### config.mk
export PLATFORM = sky130hd
export DESIGN_NAME = touchpad_relative_pointer_top_flat
export DESIGN_NICKNAME = d
export VERILOG_FILES = /design/src/sv/trp_pkg.sv /design/src/sv/trp_in_if.sv /design/src/sv/trp_out_if.sv /design/src/sv/trp_scale.sv /design/src/sv/trp_track.sv /design/src/sv/touchpad_relative_pointer_top.sv /design/src/flat_wrapper.sv
export SDC_FILE = /design/constraint.sdc
export NUM_CORES = 1
export LEC_CHECK = 0
export ABC_AREA = 1
export BUFFER_PORTS_ARGS = -buffer_cell sky130_fd_sc_hd__clkbuf_2
export CELL_PAD_IN_SITES_DETAIL_PLACEMENT = 0
export CELL_PAD_IN_SITES_GLOBAL_PLACEMENT = 2
export CORE_MARGIN = 1.5
export CORE_UTILIZATION = 37
export DETAILED_ROUTE_END_ITERATION = 16
export GPL_TIMING_DRIVEN = 0
export HOLD_SLACK_MARGIN = 0.06
export MAX_ROUTING_LAYER = met4
export PLACE_DENSITY_LB_ADDON = 0.12
export SLEW_MARGIN = 10
export SYNTH_ARGS = -nofsm -noshare
export SYNTH_HDL_FRONTEND = slang
export SYNTH_HIERARCHICAL = 1
export SYNTH_SLANG_ARGS = --single-unit
### constraint.sdc
create_clock -name clk -period 5.3 [get_ports clk]
set_input_delay 0.265 -clock clk [delete_from_list [all_inputs] [get_ports clk]]
set_output_delay 0.265 -clock clk [all_outputs]
set_load 0.1 [all_outputs]
### src/sv/trp_pkg.sv
package trp_pkg;

  localparam int ARROW_W   = 3;
  localparam int PROX_W    = 8;
  localparam int PAD_W     = 12;
  localparam int PAD_X_MAX = 2328;
  localparam int PAD_Y_MAX = 1691;

  localparam int SCREEN_W_DEF = 320;
  localparam int SCREEN_H_DEF = 240;

  typedef logic [ARROW_W-1:0] arrow_t;

  // arrow codes, also used as button codes
  localparam arrow_t ARROW_NONE  = 3'd0;
  localparam arrow_t ARROW_CLICK = 3'd1;
  localparam arrow_t ARROW_LEFT  = 3'd2;
  localparam arrow_t ARROW_RIGHT = 3'd3;
  localparam arrow_t ARROW_UP    = 3'd4;
  localparam arrow_t ARROW_DOWN  = 3'd5;

  localparam arrow_t BTN_NONE = ARROW_NONE;

  typedef struct packed {
    arrow_t arrow;
    logic   near;
  } trp_ctl_t;

endpackage

### src/sv/trp_in_if.sv
interface trp_in_if;
  logic                        valid;
  logic                        ready;
  logic [trp_pkg::ARROW_W-1:0] arrow;
  logic [trp_pkg::PROX_W-1:0]  proximity;
  logic                        pressed;
  logic [trp_pkg::PAD_W-1:0]   pad_x;
  logic [trp_pkg::PAD_W-1:0]   pad_y;

  modport source (output valid, arrow, proximity, pressed, pad_x, pad_y, input ready);
  modport sink (input valid, arrow, proximity, pressed, pad_x, pad_y, output ready);
endinterface

### src/sv/trp_out_if.sv
interface trp_out_if #(
  parameter int XW = $clog2(trp_pkg::SCREEN_W_DEF + 1),
  parameter int YW = $clog2(trp_pkg::SCREEN_H_DEF + 1)
);
  logic                        valid;
  logic                        ready;
  logic                        changed;
  logic [XW-1:0]               cursor_x;
  logic [YW-1:0]               cursor_y;
  logic [trp_pkg::ARROW_W-1:0] released_button;

  modport source (output valid, changed, cursor_x, cursor_y, released_button, input ready);
  modport sink (input valid, changed, cursor_x, cursor_y, released_button, output ready);
endinterface

### src/sv/trp_scale.sv
module trp_scale #(
  parameter int SCREEN_W = trp_pkg::SCREEN_W_DEF,
  parameter int SCREEN_H = trp_pkg::SCREEN_H_DEF,
  localparam int XW = $clog2(SCREEN_W + 1),
  localparam int YW = $clog2(SCREEN_H + 1)
) (
  input  logic              clk,
  input  logic              rst_n,
  trp_in_if.sink            in_ch,
  output logic              sc_vld,
  output trp_pkg::trp_ctl_t sc_ctl,
  output logic [XW-1:0]     sc_x,
  output logic [YW-1:0]     sc_y,
  input  logic              sc_rdy
);

  localparam int PXW = $clog2(trp_pkg::PAD_X_MAX + 1);
  localparam int PYW = $clog2(trp_pkg::PAD_Y_MAX + 1);
  // product widths and exact reciprocal shifts
  localparam int NX  = PXW + XW;
  localparam int NY  = PYW + YW;
  localparam int SHX = NX + $clog2(trp_pkg::PAD_X_MAX);
  localparam int SHY = NY + $clog2(trp_pkg::PAD_Y_MAX);
  localparam int MXW = NX + 1;
  localparam int MYW = NY + 1;
  localparam logic [MXW-1:0] RECIP_X = MXW'(((64'd1 << SHX) + 64'(trp_pkg::PAD_X_MAX) - 64'd1)
                                            / 64'(trp_pkg::PAD_X_MAX));
  localparam logic [MYW-1:0] RECIP_Y = MYW'(((64'd1 << SHY) + 64'(trp_pkg::PAD_Y_MAX) - 64'd1)
                                            / 64'(trp_pkg::PAD_Y_MAX));
  localparam logic [trp_pkg::PAD_W-1:0] PX_MAX = trp_pkg::PAD_W'(trp_pkg::PAD_X_MAX);
  localparam logic [trp_pkg::PAD_W-1:0] PY_MAX = trp_pkg::PAD_W'(trp_pkg::PAD_Y_MAX);

  logic              en_a, en_b, en_c;
  logic              a_vld_r, b_vld_r, c_vld_r;
  trp_pkg::trp_ctl_t a_ctl_r, b_ctl_r, c_ctl_r, a_ctl_nxt;
  logic [PXW-1:0]    a_px_r, a_px_nxt;
  logic [PYW-1:0]    a_py_r, a_py_nxt;
  logic [NX-1:0]     b_prod_x_r, b_prod_x_nxt;
  logic [NY-1:0]     b_prod_y_r, b_prod_y_nxt;
  logic [NX+MXW-1:0] qx_full;
  logic [NY+MYW-1:0] qy_full;
  logic [XW-1:0]     c_sx_r;
  logic [YW-1:0]     c_sy_r;

  assign en_c = !c_vld_r || sc_rdy;
  assign en_b = !b_vld_r || en_c;
  assign en_a = !a_vld_r || en_b;
  assign in_ch.ready = en_a;

  always_comb begin
    a_ctl_nxt.arrow = in_ch.arrow;
    a_ctl_nxt.near  = (in_ch.proximity != '0) && !in_ch.pressed;
    a_px_nxt = (in_ch.pad_x > PX_MAX) ? PXW'(trp_pkg::PAD_X_MAX) : PXW'(in_ch.pad_x);
    // y inverted, pad y above the limit lands on zero
    a_py_nxt = (in_ch.pad_y > PY_MAX) ? '0 : PYW'(PY_MAX - in_ch.pad_y);
  end

  assign b_prod_x_nxt = NX'(a_px_r) * NX'(SCREEN_W);
  assign b_prod_y_nxt = NY'(a_py_r) * NY'(SCREEN_H);
  assign qx_full = (NX+MXW)'(b_prod_x_r) * (NX+MXW)'(RECIP_X);
  assign qy_full = (NY+MYW)'(b_prod_y_r) * (NY+MYW)'(RECIP_Y);

  always_ff @(posedge clk) begin
    if (!rst_n) begin
      a_vld_r <= 1'b0;
      b_vld_r <= 1'b0;
      c_vld_r <= 1'b0;
    end else begin
      if (en_a) a_vld_r <= in_ch.valid;
      if (en_b) b_vld_r <= a_vld_r;
      if (en_c) c_vld_r <= b_vld_r;
    end
  end

  always_ff @(posedge clk) begin
    if (en_a) begin
      a_ctl_r <= a_ctl_nxt;
      a_px_r  <= a_px_nxt;
      a_py_r  <= a_py_nxt;
    end
    if (en_b) begin
      b_ctl_r    <= a_ctl_r;
      b_prod_x_r <= b_prod_x_nxt;
      b_prod_y_r <= b_prod_y_nxt;
    end
    if (en_c) begin
      c_ctl_r <= b_ctl_r;
      c_sx_r  <= qx_full[SHX +: XW];
      c_sy_r  <= qy_full[SHY +: YW];
    end
  end

  assign sc_vld = c_vld_r;
  assign sc_ctl = c_ctl_r;
  assign sc_x   = c_sx_r;
  assign sc_y   = c_sy_r;

endmodule

### src/sv/trp_track.sv
module trp_track #(
  parameter int SCREEN_W = trp_pkg::SCREEN_W_DEF,
  parameter int SCREEN_H = trp_pkg::SCREEN_H_DEF,
  localparam int XW = $clog2(SCREEN_W + 1),
  localparam int YW = $clog2(SCREEN_H + 1)
) (
  input  logic              clk,
  input  logic              rst_n,
  input  logic              pad_en,
  input  logic              sc_vld,
  input  trp_pkg::trp_ctl_t sc_ctl,
  input  logic [XW-1:0]     sc_x,
  input  logic [YW-1:0]     sc_y,
  output logic              sc_rdy,
  trp_out_if.source         out_ch
);

  localparam logic [XW-1:0] CUR_X_RST = XW'(SCREEN_W / 2);
  localparam logic [YW-1:0] CUR_Y_RST = YW'(SCREEN_H / 2);
  localparam logic signed [XW+1:0] X_HI = (XW+2)'(SCREEN_W);
  localparam logic signed [YW+1:0] Y_HI = (YW+2)'(SCREEN_H);

  logic                   take;
  logic                   out_vld_r;
  logic                   chg_r, chg_nxt;
  trp_pkg::arrow_t        rel_r, rel_nxt;
  trp_pkg::arrow_t        pend_r, pend_nxt;
  logic [XW-1:0]          cur_x_r, cur_x_nxt, anc_x_r, anc_x_nxt, clamp_x;
  logic [YW-1:0]          cur_y_r, cur_y_nxt, anc_y_r, anc_y_nxt, clamp_y;
  logic                   anc_vld_r, anc_vld_nxt;
  logic signed [XW+1:0]   nx;
  logic signed [YW+1:0]   ny;

  assign sc_rdy = !out_vld_r || out_ch.ready;
  assign take   = sc_vld && sc_rdy;

  assign nx = signed'({2'b00, cur_x_r}) + signed'({2'b00, sc_x}) - signed'({2'b00, anc_x_r});
  assign ny = signed'({2'b00, cur_y_r}) + signed'({2'b00, sc_y}) - signed'({2'b00, anc_y_r});

  always_comb begin
    if (nx < 0) begin
      clamp_x = '0;
    end else if (nx > X_HI) begin
      clamp_x = XW'(SCREEN_W);
    end else begin
      clamp_x = XW'(nx);
    end
    if (ny < 0) begin
      clamp_y = '0;
    end else if (ny > Y_HI) begin
      clamp_y = YW'(SCREEN_H);
    end else begin
      clamp_y = YW'(ny);
    end
  end

  always_comb begin
    chg_nxt     = 1'b0;
    rel_nxt     = trp_pkg::BTN_NONE;
    pend_nxt    = pend_r;
    cur_x_nxt   = cur_x_r;
    cur_y_nxt   = cur_y_r;
    anc_x_nxt   = anc_x_r;
    anc_y_nxt   = anc_y_r;
    anc_vld_nxt = anc_vld_r;
    if (pad_en) begin
      if (pend_r != trp_pkg::BTN_NONE) begin
        // release only once the arrow goes back to none
        if (sc_ctl.arrow == trp_pkg::ARROW_NONE) begin
          rel_nxt  = pend_r;
          pend_nxt = trp_pkg::BTN_NONE;
          chg_nxt  = 1'b1;
        end
      end else begin
        unique case (sc_ctl.arrow) inside
          trp_pkg::ARROW_CLICK, trp_pkg::ARROW_LEFT, trp_pkg::ARROW_RIGHT,
          trp_pkg::ARROW_UP, trp_pkg::ARROW_DOWN: begin
            pend_nxt = sc_ctl.arrow;
          end
          default: begin
            if (sc_ctl.near) begin
              if (anc_vld_r) begin
                cur_x_nxt = clamp_x;
                cur_y_nxt = clamp_y;
                chg_nxt   = 1'b1;
              end
              anc_x_nxt   = sc_x;
              anc_y_nxt   = sc_y;
              anc_vld_nxt = 1'b1;
            end else begin
              anc_x_nxt   = '0;
              anc_y_nxt   = '0;
              anc_vld_nxt = 1'b0;
            end
          end
        endcase
      end
    end
  end

  always_ff @(posedge clk) begin
    if (!rst_n) begin
      out_vld_r <= 1'b0;
      pend_r    <= trp_pkg::BTN_NONE;
      cur_x_r   <= CUR_X_RST;
      cur_y_r   <= CUR_Y_RST;
      anc_x_r   <= '0;
      anc_y_r   <= '0;
      anc_vld_r <= 1'b0;
    end else begin
      if (sc_rdy) out_vld_r <= sc_vld;
      if (take) begin
        pend_r    <= pend_nxt;
        cur_x_r   <= cur_x_nxt;
        cur_y_r   <= cur_y_nxt;
        anc_x_r   <= anc_x_nxt;
        anc_y_r   <= anc_y_nxt;
        anc_vld_r <= anc_vld_nxt;
      end
    end
  end

  always_ff @(posedge clk) begin
    if (take) begin
      chg_r <= chg_nxt;
      rel_r <= rel_nxt;
    end
  end

  // cursor state only moves when the next item is taken, so it matches the held result
  assign out_ch.valid           = out_vld_r;
  assign out_ch.changed         = chg_r;
  assign out_ch.cursor_x        = cur_x_r;
  assign out_ch.cursor_y        = cur_y_r;
  assign out_ch.released_button = rel_r;

endmodule

### src/sv/touchpad_relative_pointer_top.sv
// channel   direction  handshake      payload
// in_ch     input      valid/ready    arrow, proximity, pressed, pad_x, pad_y
// out_ch    output     valid/ready    changed, cursor_x, cursor_y, released_button
// cfg_*     input      cfg_we         cfg_wdata = pad_enable
//
// one item per cycle sustained while out_ch.ready holds; an accepted item is registered
// in order through the input register, scale multiply, reciprocal multiply, cursor update
// two of these stages are multipliers; the cursor update is a single step
// rst_n is synchronous: cursor to screen center, no anchor, no pending button,
// pad_enable set; a stalled result holds while the earlier stages keep filling
module touchpad_relative_pointer_top #(
  parameter int SCREEN_W = trp_pkg::SCREEN_W_DEF,
  parameter int SCREEN_H = trp_pkg::SCREEN_H_DEF
) (
  input  logic      clk,
  input  logic      rst_n,
  trp_in_if.sink    in_ch,
  trp_out_if.source out_ch,
  input  logic      cfg_we,
  input  logic      cfg_wdata
);

  localparam int XW = $clog2(SCREEN_W + 1);
  localparam int YW = $clog2(SCREEN_H + 1);

  logic              pad_en_r;
  logic              sc_vld, sc_rdy;
  trp_pkg::trp_ctl_t sc_ctl;
  logic [XW-1:0]     sc_x;
  logic [YW-1:0]     sc_y;

  always_ff @(posedge clk) begin
    if (!rst_n) begin
      pad_en_r <= 1'b1;
    end else if (cfg_we) begin
      pad_en_r <= cfg_wdata;
    end
  end

  trp_scale #(
    .SCREEN_W (SCREEN_W),
    .SCREEN_H (SCREEN_H)
  ) u_scale (
    .clk    (clk),
    .rst_n  (rst_n),
    .in_ch  (in_ch),
    .sc_vld (sc_vld),
    .sc_ctl (sc_ctl),
    .sc_x   (sc_x),
    .sc_y   (sc_y),
    .sc_rdy (sc_rdy)
  );

  trp_track #(
    .SCREEN_W (SCREEN_W),
    .SCREEN_H (SCREEN_H)
  ) u_track (
    .clk    (clk),
    .rst_n  (rst_n),
    .pad_en (pad_en_r),
    .sc_vld (sc_vld),
    .sc_ctl (sc_ctl),
    .sc_x   (sc_x),
    .sc_y   (sc_y),
    .sc_rdy (sc_rdy),
    .out_ch (out_ch)
  );

  a_rel_implies_changed: assert property (@(posedge clk) disable iff (!rst_n)
    (out_ch.valid && out_ch.released_button != trp_pkg::BTN_NONE) |-> out_ch.changed)
    else $error("release reported without changed");

  a_cursor_in_range: assert property (@(posedge clk) disable iff (!rst_n)
    (out_ch.cursor_x <= XW'(SCREEN_W)) && (out_ch.cursor_y <= YW'(SCREEN_H)))
    else $error("cursor outside screen");

  a_stall_from_output: assert property (@(posedge clk) disable iff (!rst_n)
    !in_ch.ready |-> (out_ch.valid && !out_ch.ready))
    else $error("input stalled without a blocked result");

  a_steady_when_blocked: assert property (@(posedge clk) disable iff (!rst_n)
    (out_ch.valid && !out_ch.ready) |=> ($stable(out_ch.cursor_x) && $stable(out_ch.cursor_y)))
    else $error("cursor moved while result blocked");

endmodule
### src/flat_wrapper.sv
// flat-port wrapper written by rule: the top's interface ports become plain ports
module touchpad_relative_pointer_top_flat 
#(
  parameter int SCREEN_W = trp_pkg::SCREEN_W_DEF,
  parameter int SCREEN_H = trp_pkg::SCREEN_H_DEF
)
  (clk, rst_n, cfg_we, cfg_wdata, in_ch_valid, in_ch_arrow, in_ch_proximity, in_ch_pressed, in_ch_pad_x, in_ch_pad_y, in_ch_ready, out_ch_valid, out_ch_changed, out_ch_cursor_x, out_ch_cursor_y, out_ch_released_button, out_ch_ready);
  trp_in_if in_ch_i ();
  trp_out_if out_ch_i ();
  input  logic clk;
  input  logic rst_n;
  input  logic cfg_we;
  input  logic cfg_wdata;
  input wire logic [$bits(in_ch_i.valid)-1:0] in_ch_valid;
  input wire logic [$bits(in_ch_i.arrow)-1:0] in_ch_arrow;
  input wire logic [$bits(in_ch_i.proximity)-1:0] in_ch_proximity;
  input wire logic [$bits(in_ch_i.pressed)-1:0] in_ch_pressed;
  input wire logic [$bits(in_ch_i.pad_x)-1:0] in_ch_pad_x;
  input wire logic [$bits(in_ch_i.pad_y)-1:0] in_ch_pad_y;
  output wire logic [$bits(in_ch_i.ready)-1:0] in_ch_ready;
  output wire logic [$bits(out_ch_i.valid)-1:0] out_ch_valid;
  output wire logic [$bits(out_ch_i.changed)-1:0] out_ch_changed;
  output wire logic [$bits(out_ch_i.cursor_x)-1:0] out_ch_cursor_x;
  output wire logic [$bits(out_ch_i.cursor_y)-1:0] out_ch_cursor_y;
  output wire logic [$bits(out_ch_i.released_button)-1:0] out_ch_released_button;
  input wire logic [$bits(out_ch_i.ready)-1:0] out_ch_ready;
  assign in_ch_i.valid = in_ch_valid;
  assign in_ch_i.arrow = in_ch_arrow;
  assign in_ch_i.proximity = in_ch_proximity;
  assign in_ch_i.pressed = in_ch_pressed;
  assign in_ch_i.pad_x = in_ch_pad_x;
  assign in_ch_i.pad_y = in_ch_pad_y;
  assign in_ch_ready = in_ch_i.ready;
  assign out_ch_valid = out_ch_i.valid;
  assign out_ch_changed = out_ch_i.changed;
  assign out_ch_cursor_x = out_ch_i.cursor_x;
  assign out_ch_cursor_y = out_ch_i.cursor_y;
  assign out_ch_released_button = out_ch_i.released_button;
  assign out_ch_i.ready = out_ch_ready;
  touchpad_relative_pointer_top #(.SCREEN_W(SCREEN_W), .SCREEN_H(SCREEN_H)) u_core (.clk(clk), .rst_n(rst_n), .in_ch(in_ch_i), .out_ch(out_ch_i), .cfg_we(cfg_we), .cfg_wdata(cfg_wdata));
endmodule
==> flow_summary.ini <==
[setup_path]
path_max_fanout = 5
setup.worst_path.class = flop to flop
r2r_slack_ns = 0.12
cp_data_required_time_ns = 5.53
reg2reg_to = u_core/u_scale/sc_y[3]
rr_startpoint = u_core/u_scale/b_prod_y_r[18]
crit_arrival_ns = 5.41
startpoint_type = flop
reg2reg_depth = 19
cp-startpoint = u_core/u_scale/b_prod_y_r[18]
end_kind = flop

[die]
rows = 82
coreArea_mm2 = 0.0501
boundaryPins = 65
dieHeight_um = 228
fp.dieW_um = 228
fp.dieArea_mm2 = 0.0521
start_util_pct = 37.5

[sta]
drv_slew = 0
worst_pin_slew_ns = 1.01
tns_ns = 0
setup_viol = 0
hold_viol_final = 0
period_share_pct = 97.7
rsz0062_at_grt = true
hold_ws_ns = 0.109
clock.fmax_mhz = 193
period_needed_ns = 5.18
skew_ns = 0.0149
relSlewSlack_pct = 32.8

[synth]
syn_area_mm2 = 0.0188
ys_ff_latch = 129
async_flop_share_pct = 0
ys_warn_count = 6
synthSimpleGateAreaFrac_pct = 14.6
synthMuxAreaShare_pct = 0
synthTopCellsByArea = fa_1 24%, ha_1 23%, edfxtp_1 14%, inv_1 11%, nand2_1 6.8%
synthDistinctLibCells = 50
syn_nets = 2774
syn_avg_cell_area_um2 = 8.65
synthAdderAreaFrac_pct = 46.4
netlist.area_leader.share_pct = 23.6
synth_top_family_by_area = adder cells
synth_compound_area_share_pct = 7.57
yosysTopAreaCell = fa_1
synth_common_cells = 545 x inv_1, 342 x ha_1, 338 x nand2_1
synthFlopType = edfxtp_1
synth_xor_area_share_pct = 1.72
ys_seq_area_share_pct = 18.3
synth_cells = 2169
synth_edf_count = 86
synth_most_common_cell = inv_1

[cells_and_area]
diodes = 0
nNetsFinal = 2917
drive_above_1_share_pct = 12.6
syn_to_final_growth_pct = 14.3

[worst_hold_path]
hold_path.startpoint = in_ch_pad_y[0]
hold_class = input pin to flop
hold_end = u_core/u_scale/a_py_r[0]
hold_depth = 2

[global_routing]
grt_busiest_layer = met2
antenna_found_initial = 0
grt_pass1_vias = 14200
met1_usage_pct = 26.0
grt_max_degree = 35
grt_pass1_wl_um = 74600
grt_use_met2_pct = 29.4
gr-total-overflow = 0
use_met3_pct = 2.29
grt_util_all_layers_pct = 18.8

[clock_network]
path_clk_slew_ns = 0.07
clock-sinks = 129
cts-root-buf = clkbuf_16
insertion_delay_ns = 0.47
cts_buffer_depth = 2
htreeDepth = 4
cts_tree = yes
cts-buffers-inserted = 17

[placed_design]
dp_hpwl_um = 40000
port_buffers = 63
gp_congestion = 0.871

[detailed_routing]
first_pass_iters = 4
drcViolationCount = 0
wl_per_cell_um = 15.4
drtAntennaViolNets = 0
routed_wl_um = 46100
via_per_inst = 4.68
vias = 14000
drtIter0Drc = 636

[flow_run]
cap_violations = 0

[status]
status = completed
==> area by class of cell <==
| type | count | area (um^2) |
|---|---|---|
| Multi-Input combinational cell | 1472 | 13600 |
| Sequential cell | 129 | 3440 |
| Tap cell | 672 | 841 |
| Clock buffer | 17 | 425 |
| Buffer | 12 | 52.6 |
| Inverter | 556 | 2090 |
| Timing Repair Buffer | 124 | 840 |
| Fill cell | 5171 | 28600 |
| Clock inverter | 15 | 148 |
==> placed cells by master (no fill, tap or decap), drive strengths merged, types with 15 or more instances in the layout <==
cell type	instances
inv	563
nand2	353
ha	342
fa	221
a21oi	149
nor2	117
nand3	92
clkbuf	87
edfxtp	86
buf	51
o21ai	48
dfxtp	43
xor2	21
nor3	20
a21o	16
nand4	16
dlygate4sd3	15
xnor2	15
==> sequential cells by signal (all words and copies together) (netlist names), 4 cells and up <==
name and cells:
u_core/u_scale/b_prod_y_r 15, u_core/u_scale/sc_x 9, u_core/u_scale/b_ctl_r 4, u_core/u_scale/a_ctl_r 4, u_core/u_scale/sc_y 8, u_core/u_scale/b_prod_x_r 15, u_core/u_track/out_ch.cursor_x 9, u_core/u_track/anc_y_r 8
u_core/u_scale/a_px_r 12, u_core/u_track/anc_x_r 9, u_core/u_scale/a_py_r 11, u_core/u_scale/sc_ctl 4, u_core/u_track/out_ch.cursor_y 8
==> timing repair <==
action,4_1_cts,5_1_grt
resized for setup,18,83
pin swaps,4,28
hold buffers,15,0
endpoints found under the setup margin,17,17
endpoints found under the hold margin,13,0
setup buffers,24,21
==> logic make-up (layout without fill, tap and decap cells) <==
kind of cell | Yosys count | after routing
AOI/OAI and AO/OA | 252 | 252
xor gates and xnor gates | 36 | 36
DFF | 129 | 129
adders and majority gates | 563 | 563
buffers and inverters | 568 | 724
and+or+nand+nor | 621 | 621
==> worst max path at each step <==
stage	slack, ns	end
after floorplan	0.23	u_core/u_scale/sc_y[3]
after global placement	-0.54	u_core/u_scale/sc_y[6]
after detailed placement	-0.58	u_core/u_scale/sc_y[6]
after CTS	-0.04	u_core/u_scale/sc_y[6]
after global routing	-0.06	u_core/u_scale/sc_y[3]
final	0.12	u_core/u_scale/sc_y[3]
==> through the flow <==
stage	instances	area (um^2)	utilization, %	setup slack, ns
floorplan	2169	18800	-	0.234
global placement	2904	19900	39.8	-0.537
detailed placement	2905	19900	39.8	-0.585
CTS	2976	20900	41.8	-0.0367
global route	2997	21500	42.8	-0.0618
finish	2997	21500	42.8	0.123
==> worst max-delay path, cell delays in order (launching register included) <==
cell,delay (ns)
edfxtp_1,0.43
fa_2,0.65
xor2_2,0.17
ha_1,0.27
fa_1,0.51
inv_1,0.07
fa_1,0.53
inv_1,0.05
fa_1,0.52
inv_1,0.05
fa_1,0.53
inv_1,0.07
ha_4,0.29
nand2_2,0.09
o21ai_1,0.20
nand2_1,0.08
a21oi_1,0.20
nor3_2,0.07
nand3_1,0.09
nand2_1,0.05
==> layer usage <==
layer	share of wire [%]	vias up
li1	-	7145
met4	1.0	0
met1	51	6738
met3	2.0	23
met2	46	120
met5	0	-
Power is left out: the tool's default activity adds up to more than one toggle a clock period on the data nets, which glitch-free logic cannot reach.
